===== config.mk =====
export PLATFORM = sky130hd
export DESIGN_NAME = glyph_run_rectangle_generator_core
export DESIGN_NICKNAME = d
export VERILOG_FILES = /design/src/rtl/grg_pkg.sv /design/src/rtl/grg_glyph_rom.sv /design/src/rtl/glyph_run_rectangle_generator_core.sv
export SDC_FILE = /design/constraint.sdc
export NUM_CORES = 1
export LEC_CHECK = 0
export BUFFER_PORTS_ARGS = -buffer_cell sky130_fd_sc_hd__buf_2
export CAP_MARGIN = 20
export CORE_MARGIN = 1
export CORE_UTILIZATION = 50
export CTS_BUF_LIST = sky130_fd_sc_hd__clkbuf_16
export CTS_CLUSTER_SIZE = 8
export DETAILED_ROUTE_END_ITERATION = 8
export GPL_TIMING_DRIVEN = 0
export PLACE_DENSITY_LB_ADDON = 0.12
export SLEW_MARGIN = 20
export SYNTH_ARGS = -nofsm -noshare
export SYNTH_HDL_FRONTEND = slang
export SYNTH_HIERARCHICAL = 1
export SYNTH_SLANG_ARGS = --single-unit

===== constraint.sdc =====
create_clock -name clk -period 5.6 [get_ports clk]
set_input_delay 0.28 -clock clk [delete_from_list [all_inputs] [get_ports clk]]
set_output_delay 0.28 -clock clk [all_outputs]
set_load 0.01 [all_outputs]

===== src/rtl/grg_pkg.sv =====
package grg_pkg;

    localparam int GLYPH_COUNT = 47;
    localparam int GLYPH_ROWS  = 7;
    localparam int GLYPH_COLS  = 5;

    // Glyph table slots: letters, then digits, then punctuation, then blank.
    localparam logic [5:0] IDX_DIGIT_BASE = 6'd26;
    localparam logic [5:0] IDX_PERIOD     = 6'd36;
    localparam logic [5:0] IDX_COLON      = 6'd37;
    localparam logic [5:0] IDX_SLASH      = 6'd38;
    localparam logic [5:0] IDX_MINUS      = 6'd39;
    localparam logic [5:0] IDX_PLUS       = 6'd40;
    localparam logic [5:0] IDX_GREATER    = 6'd41;
    localparam logic [5:0] IDX_LESS       = 6'd42;
    localparam logic [5:0] IDX_LBRACKET   = 6'd43;
    localparam logic [5:0] IDX_RBRACKET   = 6'd44;
    localparam logic [5:0] IDX_BANG       = 6'd45;
    localparam logic [5:0] IDX_BLANK      = 6'd46;

    localparam logic [7:0] CHAR_NEWLINE = 8'd10;

    // Rows from top to bottom; bit 4 is the leftmost column.
    localparam logic [GLYPH_COLS-1:0] GLYPH_ROM [GLYPH_COUNT][GLYPH_ROWS] = '{
        '{5'd14, 5'd17, 5'd17, 5'd31, 5'd17, 5'd17, 5'd17},
        '{5'd30, 5'd17, 5'd17, 5'd30, 5'd17, 5'd17, 5'd30},
        '{5'd14, 5'd17, 5'd16, 5'd16, 5'd16, 5'd17, 5'd14},
        '{5'd30, 5'd17, 5'd17, 5'd17, 5'd17, 5'd17, 5'd30},
        '{5'd31, 5'd16, 5'd16, 5'd30, 5'd16, 5'd16, 5'd31},
        '{5'd31, 5'd16, 5'd16, 5'd30, 5'd16, 5'd16, 5'd16},
        '{5'd14, 5'd17, 5'd16, 5'd23, 5'd17, 5'd17, 5'd15},
        '{5'd17, 5'd17, 5'd17, 5'd31, 5'd17, 5'd17, 5'd17},
        '{5'd31, 5'd4,  5'd4,  5'd4,  5'd4,  5'd4,  5'd31},
        '{5'd7,  5'd2,  5'd2,  5'd2,  5'd18, 5'd18, 5'd12},
        '{5'd17, 5'd18, 5'd20, 5'd24, 5'd20, 5'd18, 5'd17},
        '{5'd16, 5'd16, 5'd16, 5'd16, 5'd16, 5'd16, 5'd31},
        '{5'd17, 5'd27, 5'd21, 5'd21, 5'd17, 5'd17, 5'd17},
        '{5'd17, 5'd25, 5'd21, 5'd19, 5'd17, 5'd17, 5'd17},
        '{5'd14, 5'd17, 5'd17, 5'd17, 5'd17, 5'd17, 5'd14},
        '{5'd30, 5'd17, 5'd17, 5'd30, 5'd16, 5'd16, 5'd16},
        '{5'd14, 5'd17, 5'd17, 5'd17, 5'd21, 5'd18, 5'd13},
        '{5'd30, 5'd17, 5'd17, 5'd30, 5'd20, 5'd18, 5'd17},
        '{5'd15, 5'd16, 5'd16, 5'd14, 5'd1,  5'd1,  5'd30},
        '{5'd31, 5'd4,  5'd4,  5'd4,  5'd4,  5'd4,  5'd4},
        '{5'd17, 5'd17, 5'd17, 5'd17, 5'd17, 5'd17, 5'd14},
        '{5'd17, 5'd17, 5'd17, 5'd17, 5'd17, 5'd10, 5'd4},
        '{5'd17, 5'd17, 5'd17, 5'd21, 5'd21, 5'd21, 5'd10},
        '{5'd17, 5'd17, 5'd10, 5'd4,  5'd10, 5'd17, 5'd17},
        '{5'd17, 5'd17, 5'd10, 5'd4,  5'd4,  5'd4,  5'd4},
        '{5'd31, 5'd1,  5'd2,  5'd4,  5'd8,  5'd16, 5'd31},
        '{5'd14, 5'd17, 5'd19, 5'd21, 5'd25, 5'd17, 5'd14},
        '{5'd4,  5'd12, 5'd4,  5'd4,  5'd4,  5'd4,  5'd14},
        '{5'd14, 5'd17, 5'd1,  5'd2,  5'd4,  5'd8,  5'd31},
        '{5'd30, 5'd1,  5'd1,  5'd14, 5'd1,  5'd1,  5'd30},
        '{5'd2,  5'd6,  5'd10, 5'd18, 5'd31, 5'd2,  5'd2},
        '{5'd31, 5'd16, 5'd16, 5'd30, 5'd1,  5'd1,  5'd30},
        '{5'd14, 5'd16, 5'd16, 5'd30, 5'd17, 5'd17, 5'd14},
        '{5'd31, 5'd1,  5'd2,  5'd4,  5'd8,  5'd8,  5'd8},
        '{5'd14, 5'd17, 5'd17, 5'd14, 5'd17, 5'd17, 5'd14},
        '{5'd14, 5'd17, 5'd17, 5'd15, 5'd1,  5'd1,  5'd14},
        '{5'd0,  5'd0,  5'd0,  5'd0,  5'd0,  5'd0,  5'd4},
        '{5'd0,  5'd0,  5'd4,  5'd0,  5'd0,  5'd4,  5'd0},
        '{5'd1,  5'd1,  5'd2,  5'd4,  5'd4,  5'd8,  5'd16},
        '{5'd0,  5'd0,  5'd0,  5'd14, 5'd0,  5'd0,  5'd0},
        '{5'd0,  5'd0,  5'd4,  5'd14, 5'd4,  5'd0,  5'd0},
        '{5'd0,  5'd8,  5'd4,  5'd2,  5'd4,  5'd8,  5'd0},
        '{5'd0,  5'd2,  5'd4,  5'd8,  5'd4,  5'd2,  5'd0},
        '{5'd6,  5'd4,  5'd4,  5'd4,  5'd4,  5'd4,  5'd6},
        '{5'd12, 5'd4,  5'd4,  5'd4,  5'd4,  5'd4,  5'd12},
        '{5'd4,  5'd4,  5'd4,  5'd4,  5'd4,  5'd0,  5'd4},
        '{5'd0,  5'd0,  5'd0,  5'd0,  5'd0,  5'd0,  5'd0}
    };

    typedef struct packed {
        logic       rd_en;
        logic [5:0] glyph_idx;
        logic [2:0] row;
    } rom_req_t;

    // Maps a character byte to its glyph table slot, folding lowercase.
    function automatic logic [5:0] char_index(input logic [7:0] code);
        logic [7:0] c;
        logic [5:0] idx;
        c = code;
        if (c >= 8'h61 && c <= 8'h7a)
        begin
            c = c - 8'd32;
        end
        if (c >= 8'h41 && c <= 8'h5a)
        begin
            idx = 6'(c - 8'h41);
        end
        else if (c >= 8'h30 && c <= 8'h39)
        begin
            idx = 6'(c - 8'h30) + IDX_DIGIT_BASE;
        end
        else
        begin
            case (c)
                8'h2e:   idx = IDX_PERIOD;
                8'h3a:   idx = IDX_COLON;
                8'h2f:   idx = IDX_SLASH;
                8'h2d:   idx = IDX_MINUS;
                8'h2b:   idx = IDX_PLUS;
                8'h3e:   idx = IDX_GREATER;
                8'h3c:   idx = IDX_LESS;
                8'h5b:   idx = IDX_LBRACKET;
                8'h5d:   idx = IDX_RBRACKET;
                8'h21:   idx = IDX_BANG;
                default: idx = IDX_BLANK;
            endcase
        end
        return idx;
    endfunction

endpackage


===== src/rtl/grg_glyph_rom.sv =====
// Synchronous glyph ROM: one row of one glyph per read, with the data in the cycle after the read.
module grg_glyph_rom
(
    input  logic                              clk,
    input  grg_pkg::rom_req_t                 req,
    output logic [grg_pkg::GLYPH_COLS-1:0]    rd_data
);

    always_ff @(posedge clk)
    begin
        if (req.rd_en)
        begin
            rd_data <= grg_pkg::GLYPH_ROM[req.glyph_idx][req.row];
        end
    end

endmodule


===== src/rtl/glyph_run_rectangle_generator_core.sv =====
// Flow: a character beat is accepted only when idle, so the next character waits until the
// last row of this one closes. For each of the seven rows the glyph ROM is read, the row is
// loaded, each of its runs is emitted as a rectangle once the output register is free, and
// the row closes. A character emits N rectangles (at most 17); a newline emits nothing.
// Reset: rst_n is asynchronous and active low; pen, origin and color clear to zero and
// the held scale to one. The glyph ROM needs no initialization.
module glyph_run_rectangle_generator_core
(
    input  logic        clk,
    input  logic        rst_n,

    input  logic        s_axis_tvalid,
    output logic        s_axis_tready,
    // char_code[7:0], start_x[23:8], start_y[39:24], pixel_scale[43:40], ink[75:44],
    // zero pad[79:76]
    input  logic [79:0] s_axis_tdata,
    // first[0]
    input  logic [0:0]  s_axis_tuser,

    output logic        m_axis_tvalid,
    input  logic        m_axis_tready,
    // rect_x[15:0], rect_y[31:16], rect_w[38:32], rect_h[42:39], rect_color[74:43],
    // zero pad[79:75]
    output logic [79:0] m_axis_tdata,
    // last_of_char
    output logic        m_axis_tlast
);

    typedef enum logic [1:0] {
        S_IDLE,
        S_FETCH,
        S_RUN
    } state_t;

    // One horizontal run found in the remaining bits of a row.
    typedef struct packed {
        logic       found;
        logic [2:0] start;
        logic [2:0] len;
        logic [4:0] rest;
    } run_t;

    // Scans a row left to right (bit 4 first) and removes the first run of set pixels.
    function automatic run_t find_run(input logic [4:0] bits);
        run_t res;
        logic ended;
        res   = '0;
        ended = 1'b0;
        res.rest = bits;
        for (int col = 0; col < 5; col++)
        begin
            if (bits[4 - col] && !ended)
            begin
                if (!res.found)
                begin
                    res.start = 3'(col);
                end
                res.found = 1'b1;
                res.len   = res.len + 3'd1;
                res.rest[4 - col] = 1'b0;
            end
            else if (res.found)
            begin
                ended = 1'b1;
            end
        end
        return res;
    endfunction

    // Marks the rows of a glyph that hold at least one set pixel.
    function automatic logic [6:0] row_mask(input logic [5:0] idx);
        logic [6:0] m;
        for (int r = 0; r < 7; r++)
        begin
            m[r] = |grg_pkg::GLYPH_ROM[idx][r];
        end
        return m;
    endfunction

    state_t      state_reg;
    logic [2:0]  row_reg;
    logic [4:0]  rem_reg;
    logic [6:0]  mask_reg;
    logic [5:0]  idx_reg;
    logic [15:0] origin_x_reg;
    logic [15:0] pen_x_reg;
    logic [15:0] pen_y_reg;
    logic [3:0]  scale_reg;
    logic [31:0] color_reg;

    logic        out_valid_reg;
    logic        out_valid_next;
    logic [15:0] out_x_reg;
    logic [15:0] out_y_reg;
    logic [6:0]  out_w_reg;
    logic [3:0]  out_h_reg;
    logic [31:0] out_color_reg;
    logic        out_last_reg;

    // Input beat fields.
    logic [7:0]  in_char;
    logic [15:0] in_start_x;
    logic [15:0] in_start_y;
    logic [3:0]  in_scale;
    logic [31:0] in_ink;
    logic        in_first;
    logic        in_accept;

    // String state after an optional load by the first flag.
    logic [15:0] eff_origin_x;
    logic [15:0] eff_pen_x;
    logic [15:0] eff_pen_y;
    logic [3:0]  eff_scale;
    logic [31:0] eff_color;
    logic [5:0]  in_idx;

    logic [4:0]         rom_data;
    grg_pkg::rom_req_t  rom_req;
    run_t               run;
    logic               out_free;
    logic               later_rows;
    logic [6:0]         x_off;
    logic [6:0]         y_off;
    logic [6:0]         w_val;
    logic [7:0]         newline_step;
    logic [6:0]         advance;

    assign in_char    = s_axis_tdata[7:0];
    assign in_start_x = s_axis_tdata[23:8];
    assign in_start_y = s_axis_tdata[39:24];
    assign in_scale   = s_axis_tdata[43:40];
    assign in_ink     = s_axis_tdata[75:44];
    assign in_first   = s_axis_tuser[0];

    // A new character is taken only between characters; the output register lets the
    // last rectangle of the previous one wait downstream meanwhile.
    assign s_axis_tready = (state_reg == S_IDLE);
    assign in_accept     = s_axis_tvalid && s_axis_tready;

    assign eff_origin_x = in_first ? in_start_x : origin_x_reg;
    assign eff_pen_x    = in_first ? in_start_x : pen_x_reg;
    assign eff_pen_y    = in_first ? in_start_y : pen_y_reg;
    assign eff_scale    = in_first ? in_scale   : scale_reg;
    assign eff_color    = in_first ? in_ink     : color_reg;
    assign in_idx       = grg_pkg::char_index(in_char);

    assign newline_step = 8'd10 * 8'(eff_scale);
    assign advance      = 7'd6 * 7'(scale_reg);

    // Row 0 is read on the accept cycle; each following row when the current one closes.
    always_comb
    begin
        rom_req = '0;
        if (state_reg == S_IDLE)
        begin
            rom_req.rd_en     = in_accept && (in_char != grg_pkg::CHAR_NEWLINE);
            rom_req.glyph_idx = in_idx;
            rom_req.row       = 3'd0;
        end
        else
        begin
            rom_req.rd_en     = (state_reg == S_RUN) && (rem_reg == 5'd0) &&
                                (row_reg != 3'd6);
            rom_req.glyph_idx = idx_reg;
            rom_req.row       = row_reg + 3'd1;
        end
    end

    grg_glyph_rom u_rom
    (
        .clk     (clk),
        .req     (rom_req),
        .rd_data (rom_data)
    );

    assign run      = find_run(rem_reg);
    assign out_free = !out_valid_reg || m_axis_tready;

    // The output register fills when a run is emitted and empties when its beat is taken.
    assign out_valid_next = ((state_reg == S_RUN) && (rem_reg != 5'd0) && out_free) ||
                            (out_valid_reg && !m_axis_tready);

    // A run closes the character when nothing is left in its row or in any row below.
    assign later_rows = |(mask_reg >> (row_reg + 3'd1));

    assign x_off = 7'(run.start) * 7'(scale_reg);
    assign y_off = 7'(row_reg) * 7'(scale_reg);
    assign w_val = 7'(run.len) * 7'(scale_reg);

    always_ff @(posedge clk or negedge rst_n)
    begin
        if (!rst_n)
        begin
            state_reg     <= S_IDLE;
            row_reg       <= 3'd0;
            rem_reg       <= 5'd0;
            mask_reg      <= 7'd0;
            idx_reg       <= grg_pkg::IDX_BLANK;
            origin_x_reg  <= 16'd0;
            pen_x_reg     <= 16'd0;
            pen_y_reg     <= 16'd0;
            scale_reg     <= 4'd1;
            color_reg     <= 32'd0;
            out_valid_reg <= 1'b0;
            out_x_reg     <= 16'd0;
            out_y_reg     <= 16'd0;
            out_w_reg     <= 7'd0;
            out_h_reg     <= 4'd0;
            out_color_reg <= 32'd0;
            out_last_reg  <= 1'b0;
        end
        else
        begin
            out_valid_reg <= out_valid_next;

            unique case (state_reg)
                S_IDLE:
                begin
                    if (in_accept)
                    begin
                        origin_x_reg <= eff_origin_x;
                        scale_reg    <= eff_scale;
                        color_reg    <= eff_color;
                        if (in_char == grg_pkg::CHAR_NEWLINE)
                        begin
                            pen_x_reg <= eff_origin_x;
                            pen_y_reg <= eff_pen_y + 16'(newline_step);
                        end
                        else
                        begin
                            pen_x_reg <= eff_pen_x;
                            pen_y_reg <= eff_pen_y;
                            idx_reg   <= in_idx;
                            mask_reg  <= row_mask(in_idx);
                            row_reg   <= 3'd0;
                            state_reg <= S_FETCH;
                        end
                    end
                end

                S_FETCH:
                begin
                    // A zero scale draws nothing, so the row is taken as empty.
                    rem_reg   <= (scale_reg == 4'd0) ? 5'd0 : rom_data;
                    state_reg <= S_RUN;
                end

                S_RUN:
                begin
                    if (rem_reg == 5'd0)
                    begin
                        if (row_reg == 3'd6)
                        begin
                            pen_x_reg <= pen_x_reg + 16'(advance);
                            row_reg   <= 3'd0;
                            state_reg <= S_IDLE;
                        end
                        else
                        begin
                            row_reg   <= row_reg + 3'd1;
                            state_reg <= S_FETCH;
                        end
                    end
                    else if (out_free)
                    begin
                        out_x_reg     <= pen_x_reg + 16'(x_off);
                        out_y_reg     <= pen_y_reg + 16'(y_off);
                        out_w_reg     <= w_val;
                        out_h_reg     <= scale_reg;
                        out_color_reg <= color_reg;
                        out_last_reg  <= (run.rest == 5'd0) && !later_rows;
                        rem_reg       <= run.rest;
                    end
                end

                default:
                begin
                    state_reg <= S_IDLE;
                end
            endcase
        end
    end

    assign m_axis_tvalid = out_valid_reg;
    assign m_axis_tlast  = out_last_reg;
    assign m_axis_tdata  = {5'd0, out_color_reg, out_h_reg, out_w_reg, out_y_reg, out_x_reg};

    // The row counter never leaves the seven glyph rows.
    assert property (@(posedge clk) disable iff (!rst_n) row_reg <= 3'd6)
        else $error("row counter out of range");

    // Every emitted rectangle has a nonzero size.
    assert property (@(posedge clk) disable iff (!rst_n)
        m_axis_tvalid |-> (m_axis_tdata[38:32] != 7'd0) && (m_axis_tdata[42:39] != 4'd0))
        else $error("empty rectangle emitted");

    // A row load always follows a ROM read issued in the previous cycle.
    assert property (@(posedge clk) disable iff (!rst_n)
        (state_reg == S_FETCH) |-> $past(rom_req.rd_en))
        else $error("row fetched without a ROM read");

    // The remaining bits of a row hold while the output register is stalled.
    assert property (@(posedge clk) disable iff (!rst_n)
        (state_reg == S_RUN && rem_reg != 5'd0 && !out_free) |=> $stable(rem_reg))
        else $error("row bits changed while output stalled");

endmodule

## Yosys cells after proc, flatten, opt, wreduce, memory -nomap -nowiden

Memory sizes are Yosys's and may differ from the RTL's.
Index checks and enable logic that the tools add are counted.

- Reduce and logical (&&, ||, !) cells: 45
- Shifts and indexed selects: 1
- Magnitude comparators: 9
- Equality and inequality tests: 23
- Multiply operators: 5
- Add/subtract/negate cells: 13
- Bitwise operators: 5
- Mux-type cells: 54

Operators with widths:

| cell | number |
|---|---|
| 35-bit 2-to-1 mux | 4 |
| 16-bit 2-to-1 mux | 8 |
| 8-bit by 6-bit == test with 1-bit output, second input constant | 8 |
| 16-bit by 7-bit adder with 16-bit output | 3 |
| 4-bit one-hot mux with 10 select lines | 1 |
| 5-bit OR reduction | 7 |
| 16-bit one-hot mux with 2 select lines | 1 |
| 5-bit 2-to-1 mux | 5 |
| 3-bit 2-to-1 mux | 8 |
| 3-bit by 4-bit multiplier with 7-bit output | 3 |
| 7-bit 2-to-1 mux | 3 |
| 6-bit 2-to-1 mux | 3 |
| 16-bit by 8-bit adder with 16-bit output | 1 |
| 8-bit by 7-bit == test with 1-bit output, second input constant | 2 |
| 8-bit by 7-bit greater-or-equal comparator with 1-bit output, second input constant | 2 |
| 8-bit by 7-bit less-or-equal comparator with 1-bit output, second input constant | 2 |
| 8-bit 2-to-1 mux | 2 |
| 3-bit by 1-bit adder with 3-bit output, second input constant | 5 |
| 5-bit binary-select mux with 3-bit select | 1 |
| 3-bit AND reduction | 5 |
| 7-bit greater-or-equal comparator, second input constant | 2 |
| 1-bit logical AND | 14 |
| 6-bit NOT with 7-bit output | 2 |
| 5-bit logical NOT | 2 |
| 38 further kinds | 61 |

- Memories: 2
- Register bits: 189
- Input bits: 85
- ROM bits: 4480

Memories:

| memory | words | width | rd ports | clocked after Yosys merged registers in | write ports | line | RTL |
|---|---|---|---|---|---|---|---|
| (no name shown) | 64 | 35 | 1 | 0 | 0 | glyph_run_rectangle_generator_core.sv:75 | `m[r] = \|grg_pkg::GLYPH_ROM[idx][r];` |
| (no name shown) | 64 | 35 | 1 | 0 | 0 | grg_glyph_rom.sv:13 | `rd_data <= grg_pkg::GLYPH_ROM[req.glyph_idx][req.row];` |

## Longest topological paths before layout

Gate-level depths: netlist of run 1.

- Word-level depth: 15
- Depth in mapped cells: 22

## Cells and area by module

The synthesis of run 1 kept the hierarchy.

Modules (own cells, without submodules):

| module | cells each | seq. area each (um^2) | area each (um^2) | instances |
|---|---|---|---|---|
| glyph_run_rectangle_generator_core | 1279 | 4610.7 | 12154.2 | 1 |
| grg_glyph_rom | 328 | 150.1 | 2333.5 | 1 |

## Worst setup path before layout of run 1

No wires, ideal clock.

- Path kind: input to register
- Start: in s_axis_tdata[1]
- End: reg u_rom/rd_data[0] (netlist bit), data pin
- Buffers on the path: 2
- Slack: 0.779 ns
- Stages on the path: 17
- Arrival time: 4.560 ns
- Data required time: 5.339 ns
- Cells stage by stage: inv_1 ha_1 or4b_1 o211ai_2 nor3_4 a221oi_4 inv_2 buf_2 o21ai_0 clkbuf_2 inv_1 ha_1 nor2_1 o21ai_0 a21oi_1 o311a_1 o32a_1

RTL lines:

| item | line | RTL |
|---|---|---|
| from (decl) | glyph_run_rectangle_generator_core.sv:16 | `input logic [79:0] s_axis_tdata,` |
| to (signal assigned) | grg_glyph_rom.sv:13 |  |
| to (decl) | grg_glyph_rom.sv:6 | `output logic [grg_pkg::GLYPH_COLS-1:0] rd_data` |

==> results of run 1 <==
-- through the flow --
stage	worst slack, ns	setup TNS [ns]	hold slack, ns	instances	util
finish	0.164	0	0.0690	2180	0.581
global route	0.000548	0	0.0676	2180	0.581
CTS	0.0576	0	0.0559	2180	0.580
detailed placement	-1.16	-5.30	0.328	2148	0.561
global placement	-1.28	-6.13	0.459	2147	0.560
floorplan	0.779	0	-0.0156	1611	-
-- worst reg2reg max path, stage by stage, from the launching register on --
cell      delay (ns)
dfrtp_1         0.41
inv_1           0.18
mux2i_1         0.47
nand2_1         0.33
a21boi_0        0.47
nand2_1         0.14
fa_1            0.50
fa_1            0.51
inv_1           0.07
ha_1            0.30
a21o_1          0.19
a21o_1          0.21
a21o_1          0.19
a21oi_1         0.24
nor2b_1         0.09
o211a_1         0.25
nand2_1         0.09
xor2_1          0.16
o21ai_0         0.10
-- Yosys cell counts, types with 8 or more instances --
library cell	n	area share
dfrtp_1	179	0.31
nand2_1	169	0.044
o21ai_0	138	0.048
mux2_2	109	0.085
ha_1	97	0.084
a21oi_1	91	0.031
nor2_1	84	0.022
inv_1	78	0.020
clkbuf_1	63	0.016
nor2b_1	37	0.016
xnor2_1	29	0.018
mux2i_1	28	0.019
buf_2	27	0.0093
nand2b_1	27	0.012
o211ai_1	26	0.013
xor2_1	26	0.016
nand3_1	24	0.0083
nor3_1	23	0.0079
a21o_1	21	0.011
fa_1	21	0.029
and2_1	20	0.0086
a31oi_1	18	0.0078
and3_1	15	0.0065
o31ai_1	15	0.0078
a211oi_1	12	0.0062
nor4_1	11	0.0048
or3_1	10	0.0043
or2_2	9	0.0039
a221oi_1	8	0.0048
a22oi_1	8	0.0041
a311oi_1	8	0.0048
nand4_1	8	0.0035
-- cell families (layout without fill, tap and decap cells) --
family / count (synthesis) / after routing / share of synthesized area
xor+xnor: 55 / 55 / 0.0332
buf+inv: 191 / 382 / 0.0558
fa+ha+maj: 118 / 118 / 0.113
mux: 139 / 139 / 0.107
simple gates: 466 / 466 / 0.158
other cells: 1 / 5 / 0.000259
flops: 189 / 189 / 0.329
compound gates: 448 / 448 / 0.204
-- how the worst min path moves through the flow --
stage,end,cells after the start
2_1_floorplan,color_reg[0],0
3_5_place_dp,origin_x_reg[12],1
6_report,color_reg[28],2
3_3_place_gp,out_y_reg[6],2
4_1_cts,color_reg[28],2
5_1_grt,color_reg[23],2
-- what timing repair did --
item | 4_1_cts | 5_1_grt
setup endpoints to repair | 5 | 5
hold endpoints to repair | 79 | 0
resized for setup | 4 | 10
pin swaps | 1 | 0
setup buffers | 1 | 0
hold buffers | 1 | 0
-- layer usage --
layer  track usage  up-vias  wire [um]
li1              -     6132          -
met1         0.416     6422      19500
met2         0.490      599      20400
met3        0.0540      130       3440
met4         0.138        2       1840
met5             0        -          9
-- final cells by class --
| class | count | area share |
|---|---|---|
| multi-input cells | 1231 | 0.547 |
| flip-flops and latches | 189 | 0.291 |
| repair buffers | 162 | 0.0520 |
| plain buffers | 108 | 0.0306 |
| well taps | 378 | 0.0289 |
| clock buffers | 17 | 0.0260 |
| inverters | 82 | 0.0190 |
| clock inverters | 13 | 0.00490 |
-- power groups by stage --
stage               logic [mW]  clock network [mW]  registers [mW]
floorplan                 3.73                   0            2.52
global placement          5.59                   0            2.47
detailed placement        5.58                   0            2.52
CTS                       5.63                1.09            2.50
global route              6.26                1.14            2.59
finish                    5.76                1.07            2.50
==> results.json, run 1 <==
{
  "globalplace.congestion": 1.01,
  "pwr-share-clk": 0.115,
  "fin_area_sq_um": 16400,
  "htree_levels": 4,
  "seq_power_share": 0.268,
  "status": "completed",
  "synth_warnings": 6,
  "finalClockSkew_ns": 0.0113,
  "rsz0062_at_grt": "false",
  "rrSetupSlack_ns": 0.55,
  "power.leakage_nw": 7.41,
  "syn_to_final_growth_pct": 12.9,
  "r2r-end": "out_x_reg[10]",
  "numCtsBuffers": 17,
  "synth_area_sq_um": 14500,
  "cp_slowest_cell": "or4b_1",
  "vias": 13300,
  "slew_viol_final": 0,
  "dieArea_sq_um": 29700,
  "power.switching_mw": 4.49,
  "max-slew-margin-rel": 0.260,
  "crit_cells": 18,
  "wl_um": 45200,
  "yosys.cell_types.count": 92,
  "path_max_fanout": 15,
  "crit_type": "primary input to register",
  "rows": 61,
  "crit_top_cell": "buf_2",
  "layout_commonest_cell": "buf_2",
  "hp-class": "primary input to register",
  "dp_hpwl_um": 33800,
  "worst_r2r_path_depth": 18,
  "crit_buf_inv": 6,
  "period_needed_ns": 5.44,
  "fillCellCount": 2543,
  "antenna_cells": 0,
  "drcViolationCount": 0,
  "end_kind": "register",
  "p_per_area_nw_per_um2": 571,
  "timing.max_cap.violations": 0,
  "intPower_mw": 4.85,
  "wl_per_cell_um": 20.8,
  "ys_seq_area_frac": 0.329,
  "grt_pass1_wl_um": 70800,
  "antenna_found_initial": 1,
  "die-height_um": 172,
  "grt_pass1_vias": 12900,
  "cts_tree": "yes",
  "start_kind": "primary input",
  "synth-edff-count": 5,
  "clock_path_buffers": 2,
  "finalPower_mw": 9.34,
  "die_x_um": 172,
  "hold_viol": 0,
  "fin_nets": 1994,
  "grt_max_degree": 101,
  "clock_latency_ns": 0.44,
  "arrival_ns": 5.61,
  "ys.flop_type": "dfrtp_1",
  "core_area_sq_um": 28200,
  "multi_input_area_sq_um": 8950,
  "drive_gt1_frac": 0.207,
  "root_buffer": "clkbuf_16",
  "via_per_inst": 6.09,
  "io_buffers": 158,
  "drt_iter0_markers": 1398,
  "io_pins": 168,
  "crit_chain": "buf_2 -> inv_1 -> ha_1 -> or4b_1 -> o211ai_2 -> nor3_4 -> a221oi_4 -> inv_2 -> buf_2 -> o21ai_4 -> clkbuf_2 -> clkinvlp_4 -> ha_2 -> nand2b_1 -> a21oi_1 -> o21ai_0 -> a221o_1 -> a211oi_1",
  "ir_drop_v": 0.000251,
  "cp.required_ns": 5.77,
  "power_frac_comb": 0.617,
  "crit_end": "u_rom/rd_data[3]",
  "hp-start": "s_axis_tdata[72]",
  "ys_ff_latch": 189,
  "dr.pass1.iters": 5,
  "placed_area_sq_um": 15800,
  "setup-violations-final": 0,
  "synth.avg_cell_area_sq_um": 9.02,
  "fmax_mhz": 184,
  "grt_overflow": 0,
  "r2r-start": "rem_reg[3]",
  "synthArstFlopShare": 0.974,
  "fin_crit_sh": 0.971,
  "worstMarginPinSlew_ns": 1.11,
  "cts_sinks": 189,
  "seqCellArea_sq_um": 4760,
  "grtUsageTotal": 0.310,
  "final_cell_mix": "buf_2 (186), dfrtp_1 (179), nand2_1 (169), o21ai_0 (135), mux2_2 (109)",
  "crit_family": "compound AO/OA/AOI/OAI gates",
  "initial_core_util": 0.514,
  "p_sw_frac": 0.481,
  "cts.clk_slew.worst_paths_ns": 0.07,
  "cp-startpoint": "s_axis_tdata[1]",
  "ant_nets": 0,
  "slowest_delay_ns": 0.59,
  "synthCells": 1607
}
Note: power is estimated with default switching activity, not from simulation.
==> run 2: changes to the inputs <==
--- a/config.mk
+++ b/config.mk
@@ -7,8 +7,10 @@
 export LEC_CHECK = 0
 export BUFFER_PORTS_ARGS = -buffer_cell sky130_fd_sc_hd__buf_2
 export CAP_MARGIN = 20
+export CELL_PAD_IN_SITES_DETAIL_PLACEMENT = 1
+export CELL_PAD_IN_SITES_GLOBAL_PLACEMENT = 2
 export CORE_MARGIN = 1
-export CORE_UTILIZATION = 50
+export CORE_UTILIZATION = 37
 export CTS_BUF_LIST = sky130_fd_sc_hd__clkbuf_16
 export CTS_CLUSTER_SIZE = 8
 export DETAILED_ROUTE_END_ITERATION = 8
==> run 2 against run 1 <==
  * Global-route usage fell by 6.0 points
  * Cell count rose by 6.7%
  * Register-to-register slack got worse by 0.04 ns
  * Routed wire length rose by 8.8%
==> results.json, run 2 (synthesized netlist as in run 1, its figures left out) <==
{
  "end_kind": "register",
  "fmax_mhz": 184,
  "power_frac_comb": 0.605,
  "dp_hpwl_um": 37700,
  "hp-start": "s_axis_tdata[46]",
  "cp.required_ns": 5.82,
  "grt_max_degree": 96,
  "fin_crit_sh": 0.972,
  "finalPower_mw": 9.63,
  "holdPathEnd": "color_reg[2]",
  "start_kind": "primary input",
  "grt_pass1_wl_um": 76900,
  "final_util": 0.432,
  "arrival_ns": 5.67,
  "syn_to_final_growth_pct": 15.1,
  "root_buffer": "clkbuf_16",
  "drt_iter0_markers": 804,
  "drive_gt1_frac": 0.212,
  "vias": 13100,
  "p_sw_frac": 0.486,
  "whs_ns": 0.0464,
  "ant_nets": 0,
  "die_x_um": 200,
  "grt_overflow": 0,
  "hold_viol": 0,
  "io_buffers": 158,
  "worstMarginPinSlew_ns": 1.03,
  "dieArea_sq_um": 40000,
  "layout_commonest_cell": "buf_2",
  "intPower_mw": 4.95,
  "antenna_cells": 0,
  "period_needed_ns": 5.44,
  "numCtsBuffers": 17,
  "timing.max_cap.violations": 0,
  "p_per_area_nw_per_um2": 577,
  "globalplace.congestion": 0.976,
  "grt_pass1_vias": 13400,
  "power.switching_mw": 4.68,
  "core_area_sq_um": 38600,
  "cts_tree": "yes",
  "seq_power_share": 0.260,
  "antenna_found_initial": 0,
  "wl_um": 49200,
  "ir_drop_v": 0.000327,
  "status": "completed",
  "wl_per_cell_um": 21.2,
  "clock_path_buffers": 2,
  "rrSetupSlack_ns": 0.51,
  "pre_cts_ws_ns": -1.30,
  "rows": 72,
  "fin_nets": 1997,
  "htree_levels": 4,
  "max-slew-margin-rel": 0.310,
  "slew_viol_final": 0,
  "grtUsageTotal": 0.250,
  "worst_r2r_path_depth": 18,
  "cts.clk_slew.worst_paths_ns": 0.08,
  "cts_sinks": 189,
  "initial_core_util": 0.375,
  "final_cell_mix": "buf_2 (185), dfrtp_1 (179), nand2_1 (169), o21ai_0 (135), mux2_2 (109)",
  "power.leakage_nw": 7.47,
  "setup-violations-final": 0,
  "r2r-start": "rem_reg[3]",
  "hp-class": "primary input to register",
  "crit_type": "primary input to register",
  "pwr-share-clk": 0.135,
  "clock_latency_ns": 0.47,
  "die-height_um": 200,
  "finalClockSkew_ns": 0.0232,
  "drcViolationCount": 0,
  "r2r-end": "out_x_reg[14]",
  "path_max_fanout": 15,
  "via_per_inst": 5.62,
  "io_pins": 168,
  "dr.pass1.iters": 6,
  "layout_setup_ws_ns": 0.155,
  "min_delay_path_depth": 2
}
==> run 2: changes by cell type in the layout (fill, tap and decap cells not counted), sizes merged <==
cell	change
buf	+2
clkbuf	+1
clkinvlp	-1
bufinv	+1
inv	+6
clkinv	-4
==> run 2: cell type report <==
class | instances | area (sq um)
plain buffers | 108 | 503
flip-flops and latches | 189 | 4760
repair buffers | 165 | 873
clock inverters | 15 | 203
well taps | 518 | 648
clock buffers | 17 | 425
inverters | 82 | 312
fillers | 4610 | 22000
multi-input cells | 1231 | 8960
==> run 2: metrics by stage <==
| stage | cells | instance area (sq um) | setup TNS, ns |
|---|---|---|---|
| after floorplan | 1611 | 14500 | 0 |
| after global placement | 2287 | 15900 | -7.65 |
| after detailed placement | 2289 | 16000 | -5.31 |
| after CTS | 2323 | 16600 | 0 |
| after global routing | 2325 | 16700 | -0.00853 |
| final | 2325 | 16700 | 0 |
==> run 2: power by group through the flow <==
stage | Sequential [mW] | Combinational [mW] | Clock (mW)
2_1_floorplan | 2.52 | 3.73 | 0
3_3_place_gp | 2.49 | 5.68 | 0
3_5_place_dp | 2.54 | 5.71 | 0
4_1_cts | 2.51 | 5.77 | 1.34
5_1_grt | 2.60 | 6.38 | 1.39
6_report | 2.50 | 5.83 | 1.30
==> run 2: worst max path at each step <==
stage / start / cells past startpoint / to / slack [ns]
4_1_cts: s_axis_tdata[1] / 20 / u_rom/rd_data[1] / 0.15
6_report: s_axis_tdata[1] / 18 / u_rom/rd_data[3] / 0.16
5_1_grt: s_axis_tdata[1] / 21 / u_rom/rd_data[0] / -0.009
2_1_floorplan: s_axis_tdata[1] / 17 / u_rom/rd_data[0] / 0.78
3_3_place_gp: s_axis_tdata[1] / 18 / u_rom/rd_data[3] / -1.77
3_5_place_dp: s_axis_tdata[1] / 19 / u_rom/rd_data[3] / -1.30
==> run 2: critical path, stage by stage <==
cell and delay [ns]:
buf_2 0.20, inv_1 0.13, ha_1 0.32, or4b_1 0.61
o211ai_2 0.26, nor3_4 0.13, a221oi_4 0.41, inv_2 0.14
buf_2 0.27, o21ai_4 0.36, clkbuf_2 0.28, clkinvlp_4 0.30
ha_2 0.54, nand2b_1 0.31, a21oi_1 0.22, o21ai_0 0.10
a221o_1 0.36, a211oi_2 0.42
==> run 2: routing by layer <==
layer	track usage	vias up	wire length, um
met1	0.329	6450	22300
met3	0.0363	90	2470
li1	-	6143	-
met2	0.413	376	22900
met4	0.101	0	1590
met5	0	-	0
==> run 2: timing repair <==
| item | 4_1_cts | 5_1_grt |
|---|---|---|
| setup endpoints to repair | 5 | 5 |
| hold endpoints to repair | 94 | 0 |
| pin swaps | 1 | 0 |
| gates resized for setup | 7 | 6 |
| hold buffers | 1 | 0 |
| buffers inserted | 1 | 3 |
==> run 3: changes to the inputs <==
--- a/config.mk
+++ b/config.mk
@@ -5,7 +5,7 @@
 export SDC_FILE = /design/constraint.sdc
 export NUM_CORES = 1
 export LEC_CHECK = 0
-export BUFFER_PORTS_ARGS = -buffer_cell sky130_fd_sc_hd__buf_2
+export BUFFER_PORTS_ARGS = -buffer_cell sky130_fd_sc_hd__buf_4
 export CAP_MARGIN = 20
 export CELL_PAD_IN_SITES_DETAIL_PLACEMENT = 1
 export CELL_PAD_IN_SITES_GLOBAL_PLACEMENT = 2
@@ -15,7 +15,7 @@
 export CTS_CLUSTER_SIZE = 8
 export DETAILED_ROUTE_END_ITERATION = 8
 export GPL_TIMING_DRIVEN = 0
-export PLACE_DENSITY_LB_ADDON = 0.12
+export PLACE_DENSITY = 0.77
 export SLEW_MARGIN = 20
 export SYNTH_ARGS = -nofsm -noshare
 export SYNTH_HDL_FRONTEND = slang
==> run 3 against run 2 <==
  * Utilization grew 0.87 points
  * Sequential share of layout area shrank 0.57 points
  * Clock-buffer cell count is the same
  * Worst setup slack lost 0.10 ns
  * Global-route usage grew 0.094 points
  * Maximum frequency shrank 1.8%
  * Cell count is essentially flat
  * Clock power shrank 8%
  * Clock skew shrank 0.015 ns
  * Routed wire length grew 0.42%
  * Highest routed layer unchanged
==> results.json, run 3 (synthesized netlist as in run 1, its figures left out) <==
{
  "power.leakage_nw": 7.57,
  "r2r-start": "rem_reg[3]",
  "path_max_fanout": 15,
  "rows": 72,
  "fin_crit_sh": 0.991,
  "drt_iter0_markers": 694,
  "layout_commonest_cell": "dfrtp_1",
  "grt_max_degree": 76,
  "clock_path_buffers": 2,
  "cts_sinks": 189,
  "crit_type": "primary input to register",
  "cp-startpoint": "s_axis_tdata[1]",
  "seq_power_share": 0.259,
  "ir_drop_v": 0.000323,
  "root_buffer": "clkbuf_16",
  "core_area_sq_um": 38600,
  "r2r-end": "out_x_reg[15]",
  "io_buffers": 158,
  "grtUsageTotal": 0.251,
  "cts_tree": "yes",
  "final.setup.tns_ns": 0,
  "hp-class": "primary input to register",
  "dieArea_sq_um": 40000,
  "vias": 13300,
  "dr.pass1.iters": 5,
  "clock_latency_ns": 0.45,
  "ant_nets": 0,
  "grt_pass1_vias": 13500,
  "multi_input_area_sq_um": 8950,
  "worstMarginPinSlew_ns": 1.13,
  "layout_setup_ws_ns": 0.0528,
  "final_cell_mix": "dfrtp_1 (179), nand2_1 (169), buf_4 (167), o21ai_0 (135), mux2_2 (109)",
  "syn_to_final_growth_pct": 17.5,
  "intPower_mw": 5.05,
  "power_frac_comb": 0.617,
  "cp.required_ns": 5.78,
  "drcViolationCount": 0,
  "fmax_mhz": 180,
  "cts.clk_slew.worst_paths_ns": 0.07,
  "grt_pass1_wl_um": 77100,
  "max-slew-margin-rel": 0.245,
  "fillCellCount": 4526,
  "start_kind": "primary input",
  "period_needed_ns": 5.55,
  "drive_gt1_frac": 0.209,
  "globalplace.congestion": 0.961,
  "die-height_um": 200,
  "initial_core_util": 0.375,
  "status": "completed",
  "pwr-share-clk": 0.124,
  "p_sw_frac": 0.479,
  "rrSetupSlack_ns": 0.49,
  "die_x_um": 200,
  "wl_um": 49500,
  "fin_nets": 1997,
  "crit_end": "u_rom/rd_data[4]",
  "slew_viol_final": 0,
  "io_pins": 168,
  "power.switching_mw": 4.64,
  "arrival_ns": 5.73,
  "worst_r2r_path_depth": 17,
  "numCtsBuffers": 17,
  "end_kind": "register",
  "setup-violations-final": 0,
  "dp_hpwl_um": 37900,
  "htree_levels": 4,
  "wl_per_cell_um": 21.3,
  "seqCellArea_sq_um": 4760,
  "p_per_area_nw_per_um2": 569,
  "grt_overflow": 0,
  "rsz0062_at_grt": "true",
  "hold_viol": 0,
  "antenna_found_initial": 2,
  "via_per_inst": 5.70,
  "finalClockSkew_ns": 0.00789,
  "pre_cts_ws_ns": -1.06,
  "timing.max_cap.violations": 0,
  "finalPower_mw": 9.68
}
## run 3: area by class of cell
type                    count  area share
diodes                      1    0.000147
plain buffers             109      0.0297
clock buffers              17      0.0250
clock inverters            15     0.00831
inverters                  82      0.0181
multi-input cells        1231       0.526
flip-flops and latches    189       0.280
well taps                 518      0.0381
repair buffers            164      0.0753
## run 3: power by group through the flow
stage | Sequential (mW) | Combinational [mW] | Clock (mW)
after floorplan | 2.52 | 3.73 | 0
after global placement | 2.50 | 5.89 | 0
after detailed placement | 2.55 | 5.88 | 0
after CTS | 2.52 | 5.93 | 1.24
after global routing | 2.61 | 6.52 | 1.29
final | 2.51 | 5.97 | 1.20
## run 3: metrics by stage
stage	cell area, sq um	hold slack, ns	instances	util
floorplan	14500	-0.0156	1611	-
global placement	16300	0.442	2287	0.423
detailed placement	16400	0.211	2289	0.424
CTS	17000	0.0278	2323	0.440
global route	17000	0.0319	2325	0.440
finish	17000	0.0586	2326	0.440
## run 3: what timing repair did
item | CTS | global route
endpoints found under the hold margin | 44 | 0
buffers inserted | 1 | 2
hold buffers | 1 | 0
endpoints found under the setup margin | 5 | 2
pin swaps | 1 | 1
gates resized for setup | 4 | 3
## run 3: how the worst min path moves through the flow
stage | startpoint | to | cells after the start
after floorplan | rst_n | color_reg[0] | 0
after detailed placement | rst_n | color_reg[4] | 1
after CTS | s_axis_tdata[48] | color_reg[4] | 2
after global routing | s_axis_tdata[60] | color_reg[16] | 2
after global placement | u_rom/rd_data[2] | rem_reg[2] | 1
final | s_axis_tdata[60] | color_reg[16] | 2
## run 3: critical path: stages
cell      delay, ns
buf_4          0.16
inv_1          0.11
ha_1           0.31
or4b_1         0.61
o211ai_2       0.26
nor3_4         0.12
a221oi_4       0.35
inv_2          0.12
buf_2          0.26
o21ai_2        0.44
clkbuf_2       0.30
inv_1          0.25
ha_1           0.64
nand2b_1       0.36
mux2i_1        0.23
a221oi_1       0.12
o311a_1        0.30
a211oi_1       0.49
## run 3: layer usage
| metal | global-route usage | wire, um |
|---|---|---|
| met1 | 0.329 | 22500 |
| met2 | 0.415 | 22900 |
| met3 | 0.0408 | 2470 |
| met4 | 0.0953 | 1500 |
| met5 | 0 | 0 |
